### src/rtl/mcv_pkg.sv
// ----------------------------------------------------------------------------
// mcv_pkg
// Shared types, operation codes and helpers for the mutex/condvar manager.
// ----------------------------------------------------------------------------
package mcv_pkg;

    localparam int NumLocks = 16;
    localparam int NumConds = 16;
    localparam int NumPids  = 32;

    localparam logic [2:0] OP_LOCK_CREATE = 3'd0;
    localparam logic [2:0] OP_ACQUIRE     = 3'd1;
    localparam logic [2:0] OP_RELEASE     = 3'd2;
    localparam logic [2:0] OP_TRANSFER    = 3'd3;
    localparam logic [2:0] OP_COND_CREATE = 3'd4;
    localparam logic [2:0] OP_COND_WAIT   = 3'd5;
    localparam logic [2:0] OP_COND_SIGNAL = 3'd6;

    typedef struct packed {
        logic [4:0] target_pid;
        logic [4:0] caller_pid;
        logic [3:0] handle;
        logic [2:0] operation;
    } item_t;

    typedef struct packed {
        logic [4:0] wake_pid;
        logic       wake_valid;
        logic       caller_sleeps;
        logic [3:0] new_handle;
        logic       status;
    } result_t;

    // queue-indexed memories (head, tail) and pid-indexed (next waiter)
    typedef struct packed {
        logic       we;
        logic [4:0] waddr;
        logic [4:0] wdata;
        logic [4:0] raddr;
    } qmem_req_t;

    // lock owner pid
    typedef struct packed {
        logic       we;
        logic [3:0] waddr;
        logic [4:0] wdata;
        logic [3:0] raddr;
    } own_req_t;

    // condition -> bound lock
    typedef struct packed {
        logic       we;
        logic [3:0] waddr;
        logic [3:0] wdata;
        logic [3:0] raddr;
    } bnd_req_t;

    // lowest clear bit: {found, index}
    function automatic logic [4:0] find_free(input logic [15:0] used);
        logic [4:0] r;
        r = 5'd0;
        for (int i = 15; i >= 0; i--) begin
            if (!used[i]) begin
                r = {1'b1, 4'(i)};
            end
        end
        return r;
    endfunction

endpackage

### src/rtl/mcv_ram.sv
// ----------------------------------------------------------------------------
// mcv_ram
// Simple dual-port RAM, one write and one registered read per cycle.
// ----------------------------------------------------------------------------
module mcv_ram #(
    parameter int AW = 5,
    parameter int DW = 5
) (
    input  logic          aclk,
    input  logic          we,
    input  logic [AW-1:0] waddr,
    input  logic [DW-1:0] wdata,
    input  logic [AW-1:0] raddr,
    output logic [DW-1:0] rdata
);
    logic [DW-1:0] mem [2**AW];

    always_ff @(posedge aclk) begin
        if (we) begin
            mem[waddr] <= wdata;
        end
        rdata <= mem[raddr];
    end
endmodule

### src/rtl/mcv_seq.sv
// ----------------------------------------------------------------------------
// mcv_seq
// Request sequencer: flag bits, table read-modify-write and queue walks.
// ----------------------------------------------------------------------------
module mcv_seq (
    input  logic               aclk,
    input  logic               aresetn,
    input  logic               in_valid,
    output logic               in_ready,
    input  mcv_pkg::item_t     in_item,
    input  logic               out_free,
    output logic               res_valid,
    output mcv_pkg::result_t   res,
    output mcv_pkg::qmem_req_t head_req,
    output mcv_pkg::qmem_req_t tail_req,
    output mcv_pkg::qmem_req_t next_req,
    output mcv_pkg::own_req_t  own_req,
    output mcv_pkg::bnd_req_t  bnd_req,
    input  logic [4:0]         head_rd,
    input  logic [4:0]         tail_rd,
    input  logic [4:0]         next_rd,
    input  logic [4:0]         own_rd,
    input  logic [3:0]         bnd_rd
);
    import mcv_pkg::*;

    typedef enum logic [3:0] {
        S_IDLE, S_DECODE, S_BOUND, S_OWNER, S_ENQ, S_ENQ_WR, S_DQ_RD, S_DQ_H,
        S_DQ_N, S_WALK0, S_WALK, S_WALK_N, S_UNLINK, S_FIN
    } state_t;

    state_t      state_reg, state_next;
    logic [2:0]  op_reg, op_next;
    logic [3:0]  h_reg, h_next;
    logic [4:0]  caller_reg, caller_next;
    logic [4:0]  target_reg, target_next;
    logic [3:0]  lk_reg, lk_next;
    logic [4:0]  q_reg, q_next;
    logic [4:0]  wp_reg, wp_next;
    logic [4:0]  cur_reg, cur_next;
    logic [4:0]  prev_reg, prev_next;
    logic [4:0]  tl_reg, tl_next;
    logic        first_reg, first_next;
    result_t     res_reg, res_next;

    logic [15:0] lk_use_reg, lk_use_next;
    logic [15:0] owned_reg, owned_next;
    logic [15:0] cd_use_reg, cd_use_next;
    logic [31:0] qne_reg, qne_next;
    logic [31:0] wait_reg, wait_next;

    logic        enq_fin, dq_fin, is_owner;
    logic [4:0]  dq_pid, free_lk, free_cd;
    logic [4:0]  lq;

    assign free_lk = find_free(lk_use_reg);
    assign free_cd = find_free(cd_use_reg);
    assign lq = {1'b0, lk_reg};
    assign is_owner = owned_reg[lk_reg] && (own_rd == caller_reg);
    assign in_ready = (state_reg == S_IDLE);
    assign res = res_reg;

    always_comb begin
        state_next = state_reg;
        op_next = op_reg; h_next = h_reg; caller_next = caller_reg;
        target_next = target_reg; lk_next = lk_reg; q_next = q_reg;
        wp_next = wp_reg; cur_next = cur_reg; prev_next = prev_reg;
        tl_next = tl_reg; first_next = first_reg; res_next = res_reg;
        lk_use_next = lk_use_reg; owned_next = owned_reg;
        cd_use_next = cd_use_reg; qne_next = qne_reg; wait_next = wait_reg;
        head_req = '0; tail_req = '0; next_req = '0; own_req = '0; bnd_req = '0;
        enq_fin = 1'b0; dq_fin = 1'b0; dq_pid = wp_reg;
        res_valid = 1'b0;

        case (state_reg)
            S_IDLE: begin
                if (in_valid) begin
                    op_next = in_item.operation;
                    h_next = in_item.handle;
                    caller_next = in_item.caller_pid;
                    target_next = in_item.target_pid;
                    res_next = '0;
                    res_next.status = 1'b1;
                    state_next = S_DECODE;
                end
            end
            S_DECODE: begin
                state_next = S_FIN;
                lk_next = h_reg;
                own_req.raddr = h_reg;
                bnd_req.raddr = h_reg;
                if (!wait_reg[caller_reg]) begin
                    case (op_reg)
                        OP_LOCK_CREATE: begin
                            if (free_lk[4]) begin
                                lk_use_next[free_lk[3:0]] = 1'b1;
                                owned_next[free_lk[3:0]] = 1'b0;
                                qne_next[{1'b0, free_lk[3:0]}] = 1'b0;
                                res_next.new_handle = free_lk[3:0];
                                res_next.status = 1'b0;
                            end
                        end
                        OP_COND_CREATE: begin
                            if (lk_use_reg[h_reg] && free_cd[4]) begin
                                cd_use_next[free_cd[3:0]] = 1'b1;
                                bnd_req.we = 1'b1;
                                bnd_req.waddr = free_cd[3:0];
                                bnd_req.wdata = h_reg;
                                qne_next[{1'b1, free_cd[3:0]}] = 1'b0;
                                res_next.new_handle = free_cd[3:0];
                                res_next.status = 1'b0;
                            end
                        end
                        OP_ACQUIRE, OP_RELEASE, OP_TRANSFER: begin
                            if (lk_use_reg[h_reg]) begin
                                state_next = S_OWNER;
                            end
                        end
                        OP_COND_WAIT, OP_COND_SIGNAL: begin
                            if (cd_use_reg[h_reg]) begin
                                state_next = S_BOUND;
                            end
                        end
                        default: ;
                    endcase
                end
            end
            S_BOUND: begin
                lk_next = bnd_rd;
                own_req.raddr = bnd_rd;
                state_next = S_OWNER;
            end
            S_OWNER: begin
                state_next = S_FIN;
                head_req.raddr = lq;
                tail_req.raddr = lq;
                case (op_reg)
                    OP_ACQUIRE: begin
                        res_next.status = 1'b0;
                        if (owned_reg[lk_reg]) begin
                            if (own_rd != caller_reg) begin
                                q_next = lq;
                                state_next = S_ENQ;
                            end
                        end else begin
                            owned_next[lk_reg] = 1'b1;
                            own_req.we = 1'b1;
                            own_req.waddr = lk_reg;
                            own_req.wdata = caller_reg;
                        end
                    end
                    OP_RELEASE: begin
                        if (is_owner) begin
                            res_next.status = 1'b0;
                            if (qne_reg[lq]) begin
                                q_next = lq;
                                state_next = S_DQ_RD;
                            end else begin
                                owned_next[lk_reg] = 1'b0;
                            end
                        end
                    end
                    OP_TRANSFER: begin
                        if (is_owner) begin
                            res_next.status = 1'b0;
                            own_req.we = 1'b1;
                            own_req.waddr = lk_reg;
                            own_req.wdata = target_reg;
                            if (wait_reg[target_reg] && qne_reg[lq]) begin
                                state_next = S_WALK0;
                            end
                        end
                    end
                    OP_COND_WAIT: begin
                        if (is_owner) begin
                            res_next.status = 1'b0;
                            q_next = {1'b1, h_reg};
                            state_next = S_ENQ;
                        end
                    end
                    OP_COND_SIGNAL: begin
                        if (is_owner) begin
                            res_next.status = 1'b0;
                            if (qne_reg[{1'b1, h_reg}]) begin
                                q_next = {1'b1, h_reg};
                                state_next = S_DQ_RD;
                            end
                        end
                    end
                    default: ;
                endcase
            end
            S_ENQ: begin
                if (qne_reg[q_reg]) begin
                    tail_req.raddr = q_reg;
                    state_next = S_ENQ_WR;
                end else begin
                    head_req.we = 1'b1;
                    head_req.waddr = q_reg;
                    head_req.wdata = caller_reg;
                    tail_req.we = 1'b1;
                    tail_req.waddr = q_reg;
                    tail_req.wdata = caller_reg;
                    qne_next[q_reg] = 1'b1;
                    wait_next[caller_reg] = 1'b1;
                    enq_fin = 1'b1;
                end
            end
            S_ENQ_WR: begin
                next_req.we = 1'b1;
                next_req.waddr = tail_rd;
                next_req.wdata = caller_reg;
                tail_req.we = 1'b1;
                tail_req.waddr = q_reg;
                tail_req.wdata = caller_reg;
                wait_next[caller_reg] = 1'b1;
                enq_fin = 1'b1;
            end
            S_DQ_RD: begin
                head_req.raddr = q_reg;
                tail_req.raddr = q_reg;
                state_next = S_DQ_H;
            end
            S_DQ_H: begin
                wp_next = head_rd;
                next_req.raddr = head_rd;
                if (head_rd == tail_rd) begin
                    qne_next[q_reg] = 1'b0;
                    wait_next[head_rd] = 1'b0;
                    dq_pid = head_rd;
                    dq_fin = 1'b1;
                end else begin
                    state_next = S_DQ_N;
                end
            end
            S_DQ_N: begin
                head_req.we = 1'b1;
                head_req.waddr = q_reg;
                head_req.wdata = next_rd;
                wait_next[wp_reg] = 1'b0;
                dq_fin = 1'b1;
            end
            S_WALK0: begin
                cur_next = head_rd;
                tl_next = tail_rd;
                first_next = 1'b1;
                state_next = S_WALK;
            end
            S_WALK: begin
                next_req.raddr = cur_reg;
                state_next = S_WALK_N;
                if (cur_reg == target_reg) begin
                    if (cur_reg == tl_reg) begin
                        if (first_reg) begin
                            qne_next[lq] = 1'b0;
                        end else begin
                            tail_req.we = 1'b1;
                            tail_req.waddr = lq;
                            tail_req.wdata = prev_reg;
                        end
                        wait_next[target_reg] = 1'b0;
                        res_next.wake_valid = 1'b1;
                        res_next.wake_pid = target_reg;
                        state_next = S_FIN;
                    end else begin
                        state_next = S_UNLINK;
                    end
                end else if (cur_reg == tl_reg) begin
                    state_next = S_FIN;
                end else begin
                    prev_next = cur_reg;
                    first_next = 1'b0;
                end
            end
            S_WALK_N: begin
                cur_next = next_rd;
                state_next = S_WALK;
            end
            S_UNLINK: begin
                if (first_reg) begin
                    head_req.we = 1'b1;
                    head_req.waddr = lq;
                    head_req.wdata = next_rd;
                end else begin
                    next_req.we = 1'b1;
                    next_req.waddr = prev_reg;
                    next_req.wdata = next_rd;
                end
                wait_next[target_reg] = 1'b0;
                res_next.wake_valid = 1'b1;
                res_next.wake_pid = target_reg;
                state_next = S_FIN;
            end
            S_FIN: begin
                if (out_free) begin
                    res_valid = 1'b1;
                    state_next = S_IDLE;
                end
            end
            default: state_next = S_IDLE;
        endcase

        // caller queued: lock queue for acquire/signal, cond queue for wait
        if (enq_fin) begin
            res_next.caller_sleeps = 1'b1;
            state_next = S_FIN;
            if (op_reg == OP_COND_WAIT) begin
                if (qne_reg[lq]) begin
                    q_next = lq;
                    state_next = S_DQ_RD;
                end else begin
                    owned_next[lk_reg] = 1'b0;
                end
            end
        end

        // head popped: it now owns the lock and is woken
        if (dq_fin) begin
            own_req.we = 1'b1;
            own_req.waddr = lk_reg;
            own_req.wdata = dq_pid;
            res_next.wake_valid = 1'b1;
            res_next.wake_pid = dq_pid;
            state_next = S_FIN;
            if (op_reg == OP_COND_SIGNAL) begin
                q_next = lq;
                state_next = S_ENQ;
            end
        end
    end

    always_ff @(posedge aclk) begin
        if (!aresetn) begin
            state_reg <= S_IDLE;
            lk_use_reg <= '0;
            owned_reg <= '0;
            cd_use_reg <= '0;
            qne_reg <= '0;
            wait_reg <= '0;
        end else begin
            state_reg <= state_next;
            lk_use_reg <= lk_use_next;
            owned_reg <= owned_next;
            cd_use_reg <= cd_use_next;
            qne_reg <= qne_next;
            wait_reg <= wait_next;
        end
        op_reg <= op_next;
        h_reg <= h_next;
        caller_reg <= caller_next;
        target_reg <= target_next;
        lk_reg <= lk_next;
        q_reg <= q_next;
        wp_reg <= wp_next;
        cur_reg <= cur_next;
        prev_reg <= prev_next;
        tl_reg <= tl_next;
        first_reg <= first_next;
        res_reg <= res_next;
    end
endmodule

### src/rtl/mutex_and_condvar_manager_core.sv
// Steps: creates and requests refused at decode go from decode straight to the result;
// acquire, release, transfer and the condition operations read the owner table and may
// go on through the queue states; a transfer whose target sits in the lock queue walks
// the queue one queued process at a time until it reaches the target or the tail.
// Throughput: one request at a time; the next input transfer is taken once the
// sequencer has passed its result to the output register.
// Reset: synchronous aresetn clears all flag bits; table memories are not cleared.
// ----------------------------------------------------------------------------
// mutex_and_condvar_manager_core
// Mutex and condition-variable manager with FIFO wait queues, built around
// small synchronous tables and a read-modify-write sequencer.
// ----------------------------------------------------------------------------
module mutex_and_condvar_manager_core (
    input  logic        aclk,
    input  logic        aresetn,
    input  logic        s_tvalid,
    output logic        s_tready,
    // operation[2:0], handle[6:3], caller_pid[11:7], target_pid[16:12], zero pad
    input  logic [23:0] s_tdata,
    output logic        m_tvalid,
    input  logic        m_tready,
    // status[0], new_handle[4:1], caller_sleeps[5], wake_valid[6], wake_pid[11:7], pad
    output logic [15:0] m_tdata
);
    import mcv_pkg::*;

    item_t     item;
    result_t   res;
    logic      res_valid, out_free;
    qmem_req_t head_req, tail_req, next_req;
    own_req_t  own_req;
    bnd_req_t  bnd_req;
    logic [4:0] head_rd, tail_rd, next_rd, own_rd;
    logic [3:0] bnd_rd;

    logic        m_tvalid_reg, m_tvalid_next;
    logic [15:0] m_tdata_reg, m_tdata_next;

    assign item = s_tdata[16:0];

    // Sequencer owns all control and flag state
    mcv_seq u_seq (
        .aclk      (aclk),
        .aresetn   (aresetn),
        .in_valid  (s_tvalid),
        .in_ready  (s_tready),
        .in_item   (item),
        .out_free  (out_free),
        .res_valid (res_valid),
        .res       (res),
        .head_req  (head_req),
        .tail_req  (tail_req),
        .next_req  (next_req),
        .own_req   (own_req),
        .bnd_req   (bnd_req),
        .head_rd   (head_rd),
        .tail_rd   (tail_rd),
        .next_rd   (next_rd),
        .own_rd    (own_rd),
        .bnd_rd    (bnd_rd)
    );

    // Queue head and tail, indexed by queue (locks low half, conditions high)
    mcv_ram #(.AW(5), .DW(5)) u_head (
        .aclk(aclk), .we(head_req.we), .waddr(head_req.waddr),
        .wdata(head_req.wdata), .raddr(head_req.raddr), .rdata(head_rd)
    );
    mcv_ram #(.AW(5), .DW(5)) u_tail (
        .aclk(aclk), .we(tail_req.we), .waddr(tail_req.waddr),
        .wdata(tail_req.wdata), .raddr(tail_req.raddr), .rdata(tail_rd)
    );
    // Link to the next waiter, indexed by pid
    mcv_ram #(.AW(5), .DW(5)) u_next (
        .aclk(aclk), .we(next_req.we), .waddr(next_req.waddr),
        .wdata(next_req.wdata), .raddr(next_req.raddr), .rdata(next_rd)
    );
    // Lock owner pid
    mcv_ram #(.AW(4), .DW(5)) u_owner (
        .aclk(aclk), .we(own_req.we), .waddr(own_req.waddr),
        .wdata(own_req.wdata), .raddr(own_req.raddr), .rdata(own_rd)
    );
    // Lock bound to each condition
    mcv_ram #(.AW(4), .DW(4)) u_bound (
        .aclk(aclk), .we(bnd_req.we), .waddr(bnd_req.waddr),
        .wdata(bnd_req.wdata), .raddr(bnd_req.raddr), .rdata(bnd_rd)
    );

    // Output register: free when empty or being drained this cycle
    assign out_free = !m_tvalid_reg || m_tready;

    always_comb begin
        m_tvalid_next = m_tvalid_reg;
        m_tdata_next = m_tdata_reg;
        if (res_valid) begin
            m_tvalid_next = 1'b1;
            m_tdata_next = {4'b0, res};
        end else if (m_tready) begin
            m_tvalid_next = 1'b0;
        end
    end

    always_ff @(posedge aclk) begin
        if (!aresetn) begin
            m_tvalid_reg <= 1'b0;
        end else begin
            m_tvalid_reg <= m_tvalid_next;
        end
        m_tdata_reg <= m_tdata_next;
    end

    assign m_tvalid = m_tvalid_reg;
    assign m_tdata = m_tdata_reg;

`ifndef SYNTHESIS
    // A sleeping caller always comes with success
    a_sleep_ok: assert property (@(posedge aclk) disable iff (!aresetn)
        m_tvalid |-> !(m_tdata[5] && m_tdata[0]))
        else $error("caller sleeps on a failed request");
    // Failures change nothing, so they report no wake and no handle
    a_fail_quiet: assert property (@(posedge aclk) disable iff (!aresetn)
        (m_tvalid && m_tdata[0]) |-> (m_tdata[6] == 1'b0 && m_tdata[4:1] == 4'd0))
        else $error("failed request reports a wake or handle");
    // Wake pid is zero unless a wake is reported
    a_wake_pid: assert property (@(posedge aclk) disable iff (!aresetn)
        (m_tvalid && !m_tdata[6]) |-> (m_tdata[11:7] == 5'd0))
        else $error("wake pid set without wake");
    // No new request is taken in the cycle a result is handed over
    a_one_at_a_time: assert property (@(posedge aclk) disable iff (!aresetn)
        res_valid |-> !s_tready)
        else $error("request accepted while a result is pending");
`endif
endmodule

### config.mk
export PLATFORM = sky130hd
export DESIGN_NAME = mutex_and_condvar_manager_core
export DESIGN_NICKNAME = d
export VERILOG_FILES = /design/src/rtl/mcv_pkg.sv /design/src/rtl/mcv_ram.sv /design/src/rtl/mcv_seq.sv /design/src/rtl/mutex_and_condvar_manager_core.sv
export SDC_FILE = /design/constraint.sdc
export NUM_CORES = 1
export LEC_CHECK = 0
export BUFFER_PORTS_ARGS = -buffer_cell sky130_fd_sc_hd__buf_2
export CORE_MARGIN = 1
export CORE_UTILIZATION = 55
export CTS_CLUSTER_DIAMETER = 80
export DETAILED_ROUTE_END_ITERATION = 10
export GPL_ROUTABILITY_DRIVEN = 0
export PLACE_DENSITY = 0.72
export SYNTH_ARGS = -nofsm -noshare
export SYNTH_HDL_FRONTEND = slang
export SYNTH_SLANG_ARGS = --single-unit
### constraint.sdc
create_clock -name aclk -period 4.6 [get_ports aclk]
set_input_delay 0.92 -clock aclk [delete_from_list [all_inputs] [get_ports aclk]]
set_output_delay 0.92 -clock aclk [all_outputs]
set_load 0.1 [all_outputs]
# After elaboration in Yosys (flattened, before gate mapping)
# Memory sizes are Yosys's and may differ from the RTL's. A register that Yosys moved wholly into a read port is not among the register bits.
# Index checks and enable logic that the tools add are counted.
[word_totals] ff_bits=188 latch_bits=0 ram_bits=624 rom_bits=0 inputBits=28 output_inout_bits=18 wordCells=368 memories=5
[memory_table] name="u_head.mem" words=32 word_bits=5 rd=1 rd_ports_with_merged_regs=1 wr=1 line_no="mcv_ram.sv:16" text="logic [DW-1:0] mem [2**AW];"
[memory_table] name="u_next.mem" words=32 word_bits=5 rd=1 rd_ports_with_merged_regs=1 wr=1 line_no="mcv_ram.sv:16"
[memory_table] name="u_tail.mem" words=32 word_bits=5 rd=1 rd_ports_with_merged_regs=1 wr=1 line_no="mcv_ram.sv:16"
[memory_table] name="u_owner.mem" words=16 word_bits=5 rd=1 rd_ports_with_merged_regs=1 wr=1 line_no="mcv_ram.sv:16"
[memory_table] name="u_bound.mem" words=16 word_bits=4 rd=1 rd_ports_with_merged_regs=1 wr=1 line_no="mcv_ram.sv:16"
[op_classes] n_addsub=0 n_mul=0 div_mod_pow=0 order_cmp=24 eq_ne=46 shift=0 mux=197 n_bitwise=27 n_reduce_logical=45
[op_table] cell="32-bit two-way mux" n=12
[op_table] cell="5-bit two-way mux" n=51
[op_table] cell="32-bit AND" n=7
[op_table] cell="32-bit case mux with 6 select lines" n=1
[op_table] cell="32-bit NOT" n=5
[op_table] cell="16-bit two-way mux" n=9
[op_table] cell="32-bit case mux with 4 select lines" n=1
[op_table] cell="4-bit two-way mux" n=20
[op_table] cell="11-bit two-way mux" n=6
[op_table] cell="11-bit case mux with 3 select lines" n=2
[op_table] cell="16-bit NOT with 32-bit output" n=2
[op_table] cell="32-bit OR" n=2
[op_table] cell="16-bit case mux with 2 select lines" n=2
[op_table] cell="32-bit case mux with 2 select lines" n=1
[op_table] cell="16-bit AND" n=3
[op_table] cell="16-bit OR" n=3
[op_table] cell="4-bit case mux with 12 select lines" n=1
[op_table] cell="5-bit by 6-bit < comparator with 1-bit output, second input constant" n=7
[op_table] cell="10-bit two-way mux" n=4
[op_table] cell="5-bit case mux with 2 select lines" n=4
[op_table] cell="1-bit two-way mux" n=39
[op_table] cell="16-bit NOT" n=2
[op_table] cell="4-bit case mux with 2 select lines" n=4
[op_table] cell="5-bit by 1-bit greater-or-equal comparator with 1-bit output, second input constant" n=6
[op_table] cell="56 further kinds" n=145

# Logic depth before layout (Yosys ltp)
# Gate-level depths: netlist (run 1).
[logic_depth] depth_word=30 ltp_mapped=13 mapped_depth_nobuf=10

# Cells and area by module
# Synthesis (run 1) repeated with hierarchy kept, for this count alone.
[unflattened] hier_cells=2741 hier_area_um2=38045.2
[by_module_without_submodules] module="mcv_ram (u_head ...)" n_inst=3 cells_per_inst=277 area_per_inst_um2=6344.8 seq_area_each_um2=4904.7
[by_module_without_submodules] module="mcv_seq" n_inst=1 cells_per_inst=1604 area_per_inst_um2=12688.4 seq_area_each_um2=4023.9
[by_module_without_submodules] module="mcv_ram (u_owner)" n_inst=1 cells_per_inst=155 area_per_inst_um2=3213.1 seq_area_each_um2=2502.4
[by_module_without_submodules] module="mcv_ram (u_bound)" n_inst=1 cells_per_inst=130 area_per_inst_um2=2666.3 seq_area_each_um2=2001.9
[by_module_without_submodules] module="mutex_and_condvar_manager_core" n_inst=1 cells_per_inst=21 area_per_inst_um2=442.9 seq_area_each_um2=380.4

# Worst setup path before layout (run 1)
# No wires, ideal clock.
[synth_path] kind="reg-to-reg" start="register u_seq.q_reg[0]" end="memory u_tail.mem[0][0], data pin" setup_time_ns=0.454 t_arrival_ns=3.069 required_time_ns=4.146 slack_ns=1.077 path_stages_with_launch=10 path_buffers=2 synth_period_minus_slack_ns=3.523 path_cell_list="dfxtp_1 > buf_2 > buf_4 > mux2i_1 > o22ai_2 > nor2_2 > a21boi_4 > nor3_2 > nor2_2 > o21ai_0"
[synth_rtl] item="start, declared" line_no="mcv_seq.sv:38" text="logic [4:0] q_reg, q_next;"
[synth_rtl] item="start signal, assigned" line_no="mcv_seq.sv:353" text="q_reg <= q_next;"
[synth_rtl] item="end, declared" line_no="mcv_ram.sv:16"

# Worst setup path in the final report (run 1)
[layout_path] start="register u_seq.q_reg[0]" end="memory u_head.mem[31][2] (enable)"
[layout_via] elab_chain_cells=6
[layout_rtl] item="1-bit binary-select mux with 5-bit select" line_no="mcv_seq.sv:194" text="if (qne_reg[q_reg]) begin"
[layout_rtl] item="1-bit two-way mux (not written as such)" line_no="mcv_seq.sv:194"
[layout_rtl] item="11-bit two-way mux" line_no="mcv_seq.sv:194"
[layout_rtl] item="11-bit case mux with 3 select lines (*)" line_no="mcv_seq.sv:75" text="case (state_reg)"
[layout_rtl] item="1-bit two-way mux" line_no="mcv_ram.sv:19" text="if (we) begin"
[layout_rtl] item="1-bit two-way mux (not written as such)" line_no="mcv_ram.sv:20" text="mem[waddr] <= wdata;"
[layout_rtl] item="end, declared" line_no="mcv_ram.sv:16"
# Every way passes the cells marked *; elsewhere a longest branch is shown, timed or not. The select of a mux whose other input is x is not followed.

==> results of run 1 <==
[routing by layer]
| metal | vias up | track usage | share of wire | wire, microns |
|---|---|---|---|---|
| met5 | - | 0 | 0 | 0 |
| met4 | 0 | 0.1227 | 0.041 | 4217 |
| met3 | 323 | 0.05342 | 0.10 | 10250 |
| met2 | 1700 | 0.4492 | 0.46 | 47430 |
| met1 | 13590 | 0.3922 | 0.39 | 40120 |
| li1 | 12430 | - | - | - |
[metrics by stage]
step	worst slack, ns	total power [W]
2_1_floorplan	1.077	0.01247
3_3_place_gp	0.6186	0.01417
3_5_place_dp	0.4692	0.01428
4_1_cts	0.4765	0.02106
5_1_grt	0.1749	0.02182
6_report	0.3721	0.02115
[cells in the mapped netlist, drive strengths merged (36+ instances only)]
library cell | count | area, sq um
edfxtp | 688 | 20660
nand2 | 387 | 1455
nor2 | 260 | 983.4
a21oi | 256 | 1289
clkbuf | 177 | 664.4
o21ai | 149 | 749.5
dfxtp | 148 | 2963
a211oi | 143 | 1074
and2 | 119 | 744.5
a31oi | 82 | 519.3
mux4 | 76 | 1712
nand3 | 58 | 295.3
buf | 54 | 295.3
a311oi | 53 | 464.2
mux2i | 45 | 450.4
a22oi | 40 | 300.3
nor2b | 38 | 237.7
nor3 | 36 | 190.2
[power groups by stage]
stage | logic [W] | clock network, W | registers (W)
floorplan | 0.00319 | 0 | 0.00928
global route | 0.00508 | 0.00720 | 0.00955
finish | 0.00479 | 0.00683 | 0.00953
global placement | 0.00452 | 0 | 0.00965
CTS | 0.00465 | 0.00691 | 0.00951
detailed placement | 0.00462 | 0 | 0.00966
[worst max path at each step]
stage                             end  slack [ns]      startpoint
CTS                 u_head.mem[28][4]        0.48  u_seq.q_reg[0]
detailed placement  u_head.mem[28][4]        0.47  u_seq.q_reg[0]
global placement    u_head.mem[29][1]        0.62  u_seq.q_reg[0]
global route        u_head.mem[28][0]        0.17  u_seq.q_reg[0]
floorplan            u_tail.mem[0][0]        1.08  u_seq.q_reg[0]
finish              u_head.mem[31][2]        0.37  u_seq.q_reg[0]
[worst max-delay path, cell delays in order, from the launching register on]
cell      delay (ns)
dfxtp_1         1.15
mux2i_1         0.39
o22ai_1         0.14
nor2_1          0.27
a21oi_2         0.16
nor3_2          0.16
buf_4           0.21
nand2b_1        0.31
nand2_1         0.15
or3_1           0.52
nor2_1          0.42
[cells by family (layout without fill, tap and decap cells)]
group	after synthesis	count (layout)	share of synthesized area
flip-flops	836	836	0.6170
AND/OR/NAND/NOR	1016	1016	0.1229
buffers and inverters	265	334	0.02840
multiplexers	133	133	0.06000
XOR/XNOR	21	21	0.004804
other	1	4	0.00009795
AO/OA/AOI/OAI	968	968	0.1667
[final cells by class]
type,count,area [sq um]
fillers,5357,26360
inverters,34,127.6
repair buffers,139,998.5
well taps,931,1165
flip-flops and latches,836,23620
clock inverters,53,447.9
clock buffers,108,2318
multi-input cells,2142,13670
==> metrics.cfg, run 1 <==
[flow_run]
cap_violations=0

[die]
start_util=0.5572
dieHeight_microns=265.8
fp.dieW_microns=265.8
io_pins=46
core_area_sq_um=68710
std_cell_rows=96
die_area_sq_um=70670

[clocking]
cts_hold_buf=0
clk_pin_slew_ns=0.06
cts-resized-gates=0
cts_setup_buffers=0
numCtsBuffers=87
clock-root-buffer=clkbuf_16
cts_tree=done
htreeDepth=3
clockBufferDepth=3
cts_sinks=836
clock_latency_ns=0.65

[route]
ant_nets=0
routed-via-count=28040
routed_wirelength_mm=102.0
drtIter0Drc=4106
dr.pass1.iters=10
drt-wirelength-per-cell_microns=24.04
via_per_inst=6.609
drc_errors=1

[synth]
ys_async_sr_fraction=0
ys_seq_elements=836
yosysUniqueCellTypes=85
synthCells=3240
yosysWarnings=0
syn_area_sq_um=38290
avgSynthCellArea_sq_um=11.82
synth_seq_area_share=0.6170
synth_ff_type=edfxtp_1
synth-edff-count=688

[layout]
drive_above_1_share=0.1211
finish.utilization=0.6164
layout.nets=3268
antennaDiodeCount=0
top_regs=u_head.mem: 160 flops, u_next.mem: 160 flops, u_tail.mem: 160 flops
final_common_cell=edfxtp_1
instances_no_fill=4243
final_cell_area_sq_um=42350
area_growth_pct=10.62
final_cell_mix=edfxtp_1 (688), nand2_1 (385), nor2_1 (254), a21oi_1 (251), dfxtp_1 (148)

[worst_setup_path]
crit_required_ns=4.89
criticalPathCategory=reg2reg
timing.reg2reg.setup_slack_ns=0.37
regToRegEndpoint=u_head.mem[31][2]
crit_fanout=25
critical_path_arrival_ns=4.52
rr_startpoint=u_seq.q_reg[0]
cp-end-kind=flip-flop
crit_path_start_kind=flip-flop
reg2reg_depth=10

[pwr]
combPwrFrac=0.226
p_leak_nw=13.84
switching_share=0.3244
p_clk_frac=0.323
switchingPower_w=0.006862
p_int_w=0.01429
power.density_nw_per_um2=499.5
power_frac_seq=0.451
ir_drop_uv=496.5

[timing]
relSlewSlack=0.09637
hold_violations=0
whs_ns=0.4265
fin_crit_sh=0.9191
skew_ns=0.03089
layout_min_cycle_time_ns=4.228
finalMaxSlewViolations=0
clock.fmax_ghz=0.2365
setup_tns_ns=0
max_slew.worst_pin.slew_ns=1.355
setup_viol=0
rsz0062_at_grt=false

[grt]
grt-ovfl-total=0
antenna_found_initial=0
grt_usage=0.2862
grt_pass1_vias=26920
grt_pass1_wl_mm=156.6
grt_start_max_net_pins=81

[place]
dp.cells=4082
dpl_cell_area_sq_um=39580
dp_hpwl_mm=66.19
io_buffer_count=34

[worst_hold_path]
hold_path_depth=0
hp-start=u_seq.res[3]
min-delay-path-class=reg2reg
min_to=m_tdata[3]

[outcome]
violations=design-rule violations
status=finished, violations left

(Power assumes the default switching activity.)
==> inputs of run 2 (changes only) <==
--- a/config.mk
+++ b/config.mk
@@ -5,10 +5,12 @@
 export SDC_FILE = /design/constraint.sdc
 export NUM_CORES = 1
 export LEC_CHECK = 0
+export ABC_AREA = 1
 export BUFFER_PORTS_ARGS = -buffer_cell sky130_fd_sc_hd__buf_2
 export CORE_MARGIN = 1
 export CORE_UTILIZATION = 55
 export CTS_CLUSTER_DIAMETER = 80
+export CTS_CLUSTER_SIZE = 12
 export DETAILED_ROUTE_END_ITERATION = 10
 export GPL_ROUTABILITY_DRIVEN = 0
 export PLACE_DENSITY = 0.72
==> run 2 against run 1 <==
Against the previous run:
- the flow now finishes without violations
- sequential cell count is the same
- critical path type unchanged
- combinational power up 32%
- sequential power down 0.4%
- clock-buffer cell count rose by 24
- design area increased by 1.0%
- sequential share of layout area fell by 0.57 points
- setup slack gained 0.35 ns
- routed wire length is 4.5% higher
- largest cell class unchanged
- fmax grew 9.0%
- register-to-register slack improved by 0.35 ns
- critical path depth is 7 higher
- via count increased by 12%
- highest routed layer unchanged
==> metrics.cfg, run 2 <==
[flow_run]
cap_violations=0

[die]
start_util=0.5588
fp.dieW_microns=269.7
die_area_sq_um=72720
io_pins=46
dieHeight_microns=269.7
std_cell_rows=97
core_area_sq_um=70510

[clocking]
clock_latency_ns=0.66
cts-resized-gates=0
cts_sinks=836
cts_tree=done
numCtsBuffers=79
cts_hold_buf=0
clockBufferDepth=3
clk_pin_slew_ns=0.07
clock-root-buffer=clkbuf_16
htreeDepth=3
cts_setup_buffers=0

[pwr]
power.density_nw_per_um2=512.8
p_leak_nw=15.13
p_int_w=0.01385
combPwrFrac=0.287
switching_share=0.3686
fin_total_pwr_w=0.02194
power_frac_seq=0.432
ir_drop_uv=396.0
switchingPower_w=0.008087
p_clk_frac=0.280

[route]
ant_nets=0
routed_wirelength_mm=106.6
drc_errors=0
via_per_inst=6.120
drt-wirelength-per-cell_microns=20.86
dr.pass1.iters=10
routed-via-count=31270
drtIter0Drc=4020

[synth]
syn_area_sq_um=39400
synth-edff-count=688
synth_seq_area_share=0.5995
synth_commonest_cells=edfxtp_1 (688), nand2_1 (629), nor2_1 (599)
yosysWarnings=0
synthCells=4139
ys_async_sr_fraction=0
synth_top_area_frac=0.5243
yosysMostFrequentCell=edfxtp_1
synth.area.top_cells=edfxtp_1 (52%), dfxtp_1 (7.5%), nand2_1 (6.0%)
ys_seq_elements=836
avgSynthCellArea_sq_um=9.520
yosysUniqueCellTypes=56
yosys.area.top_type=edfxtp_1
synth_ff_type=edfxtp_1

[layout]
antennaDiodeCount=0
nFillCells=5874
top_regs=u_head.mem: 160 flops, u_next.mem: 160 flops, u_tail.mem: 160 flops
area_growth_pct=8.592
final_cell_area_sq_um=42790
multi_input_area_sq_um=13500
drive_above_1_share=0.07698
register_area_sq_um=23620
layout.nets=4139
final_common_cell=edfxtp_1
final_cell_mix=edfxtp_1 (688), nand2_1 (628), nor2_1 (598), o21ai_0 (377), nand3_1 (339)

[worst_setup_path]
crit_fanout=27
cp-end-kind=flip-flop
criticalPathCategory=reg2reg
crit_required_ns=5.13
crit_path_start_kind=flip-flop
critical_path_arrival_ns=4.41

[place]
dpl_cell_area_sq_um=40400
io_buffer_count=34
dp_hpwl_mm=68.91
place_ws_ns=0.8636

[grt]
grt_use_met2=0.4542
antenna_found_initial=0
grt_start_max_net_pins=161
grt.met3_usage=0.04684
grt_usage=0.2883
grt_pass1_wl_mm=165.2
grt_pass1_vias=29390
grt-ovfl-total=0
use_met1=0.4016
busiest_layer=met2

[outcome]
status=finished, final reports clean

[timing]
max_slew.worst_pin.slew_ns=1.155
relSlewSlack=0.2289
setup_tns_ns=0
skew_ns=0.02775
clock.fmax_ghz=0.2579
setup_viol=0
hold_violations=0
finalMaxSlewViolations=0
layout_min_cycle_time_ns=3.878
fin_crit_sh=0.8431
finalWorstSetupSlack_ns=0.7218
rsz0062_at_grt=false

[worst_hold_path]
min-delay-path-class=reg2reg

==> run 2: cell types whose count changed in the layout (fill, tap and decap cells not counted), moves of 128 or more <==
cell,before,now
nand2_1,385,628
nand3_1,57,339
nor2_1,254,598
o21ai_0,132,377
a211oi_1,142,14
inv_1,31,318
==> run 2: worst max-delay path, stage by stage, from the launching register on <==
cell      delay, ns
dfxtp_1        0.35
inv_2          0.11
nor2_2         0.05
inv_2          0.11
nor2_2         0.04
buf_4          0.19
inv_2          0.39
nor2_2         0.08
inv_2          0.40
nand2_1        0.54
inv_1          0.21
buf_4          0.25
nand2_1        0.07
nand2_1        0.06
a21oi_1        0.04
a311oi_1       0.48
o21ai_0        0.17
o21ai_0        0.17
==> run 2: cell families after synthesis <==
logic type,count (synthesis),synth area share
compound gates,903,0.1387
xor+xnor,13,0.002890
buf+inv,580,0.05998
flops,836,0.5995
other cells,1,0.00009517
simple gates,1806,0.1988
==> run 2: path summary, 6_finish.rpt <==
path | endpoint | depth (start not counted) | slack (ns) | startpoint
worst max-delay path | u_owner.rdata[3] | 17 | 0.72 | u_seq.state_reg[0]
worst max register to register | u_owner.rdata[3] | 17 | 0.72 | u_seq.state_reg[0]
worst min register to register | m_tdata[1] | 0 | 0.42 | u_seq.res[1]
worst min-delay path | m_tdata[1] | 0 | 0.42 | u_seq.res[1]
==> run 2: per-stage QoR <==
stage,hold slack (ns),util,std cells
5_1_grt,0.4166,0.6068,5110
4_1_cts,0.3999,0.6068,5110
6_report,0.4207,0.6068,5110
2_1_floorplan,0.4003,-,4142
3_5_place_dp,0.4054,0.5730,4970
3_3_place_gp,0.4013,0.5730,4970
==> run 2: power by group through the flow <==
stage               Combinational, W  Clock, W  Sequential, W
CTS                          0.00612   0.00622        0.00947
global placement             0.00603         0        0.00962
global route                 0.00678   0.00650        0.00953
finish                       0.00630   0.00615        0.00949
floorplan                    0.00419         0        0.00945
detailed placement           0.00610         0        0.00963
==> run 2: per-layer routing <==
layer  vias up  wire length (microns)
met5         -                      0
met3       308                  10370
met2      1733                  48850
met4         0                   4170
li1      14540                      -
met1     14690                  43220
==> run 2: cell type report <==
type                            count  share of cell area
Sequential cell                   836              0.5521
Tap cell                          940             0.02749
Inverter                          360             0.03170
Timing Repair Buffer              108             0.01754
Multi-Input combinational cell   2726              0.3154
Clock inverter                      8            0.004678
Clock buffer                      132             0.05108
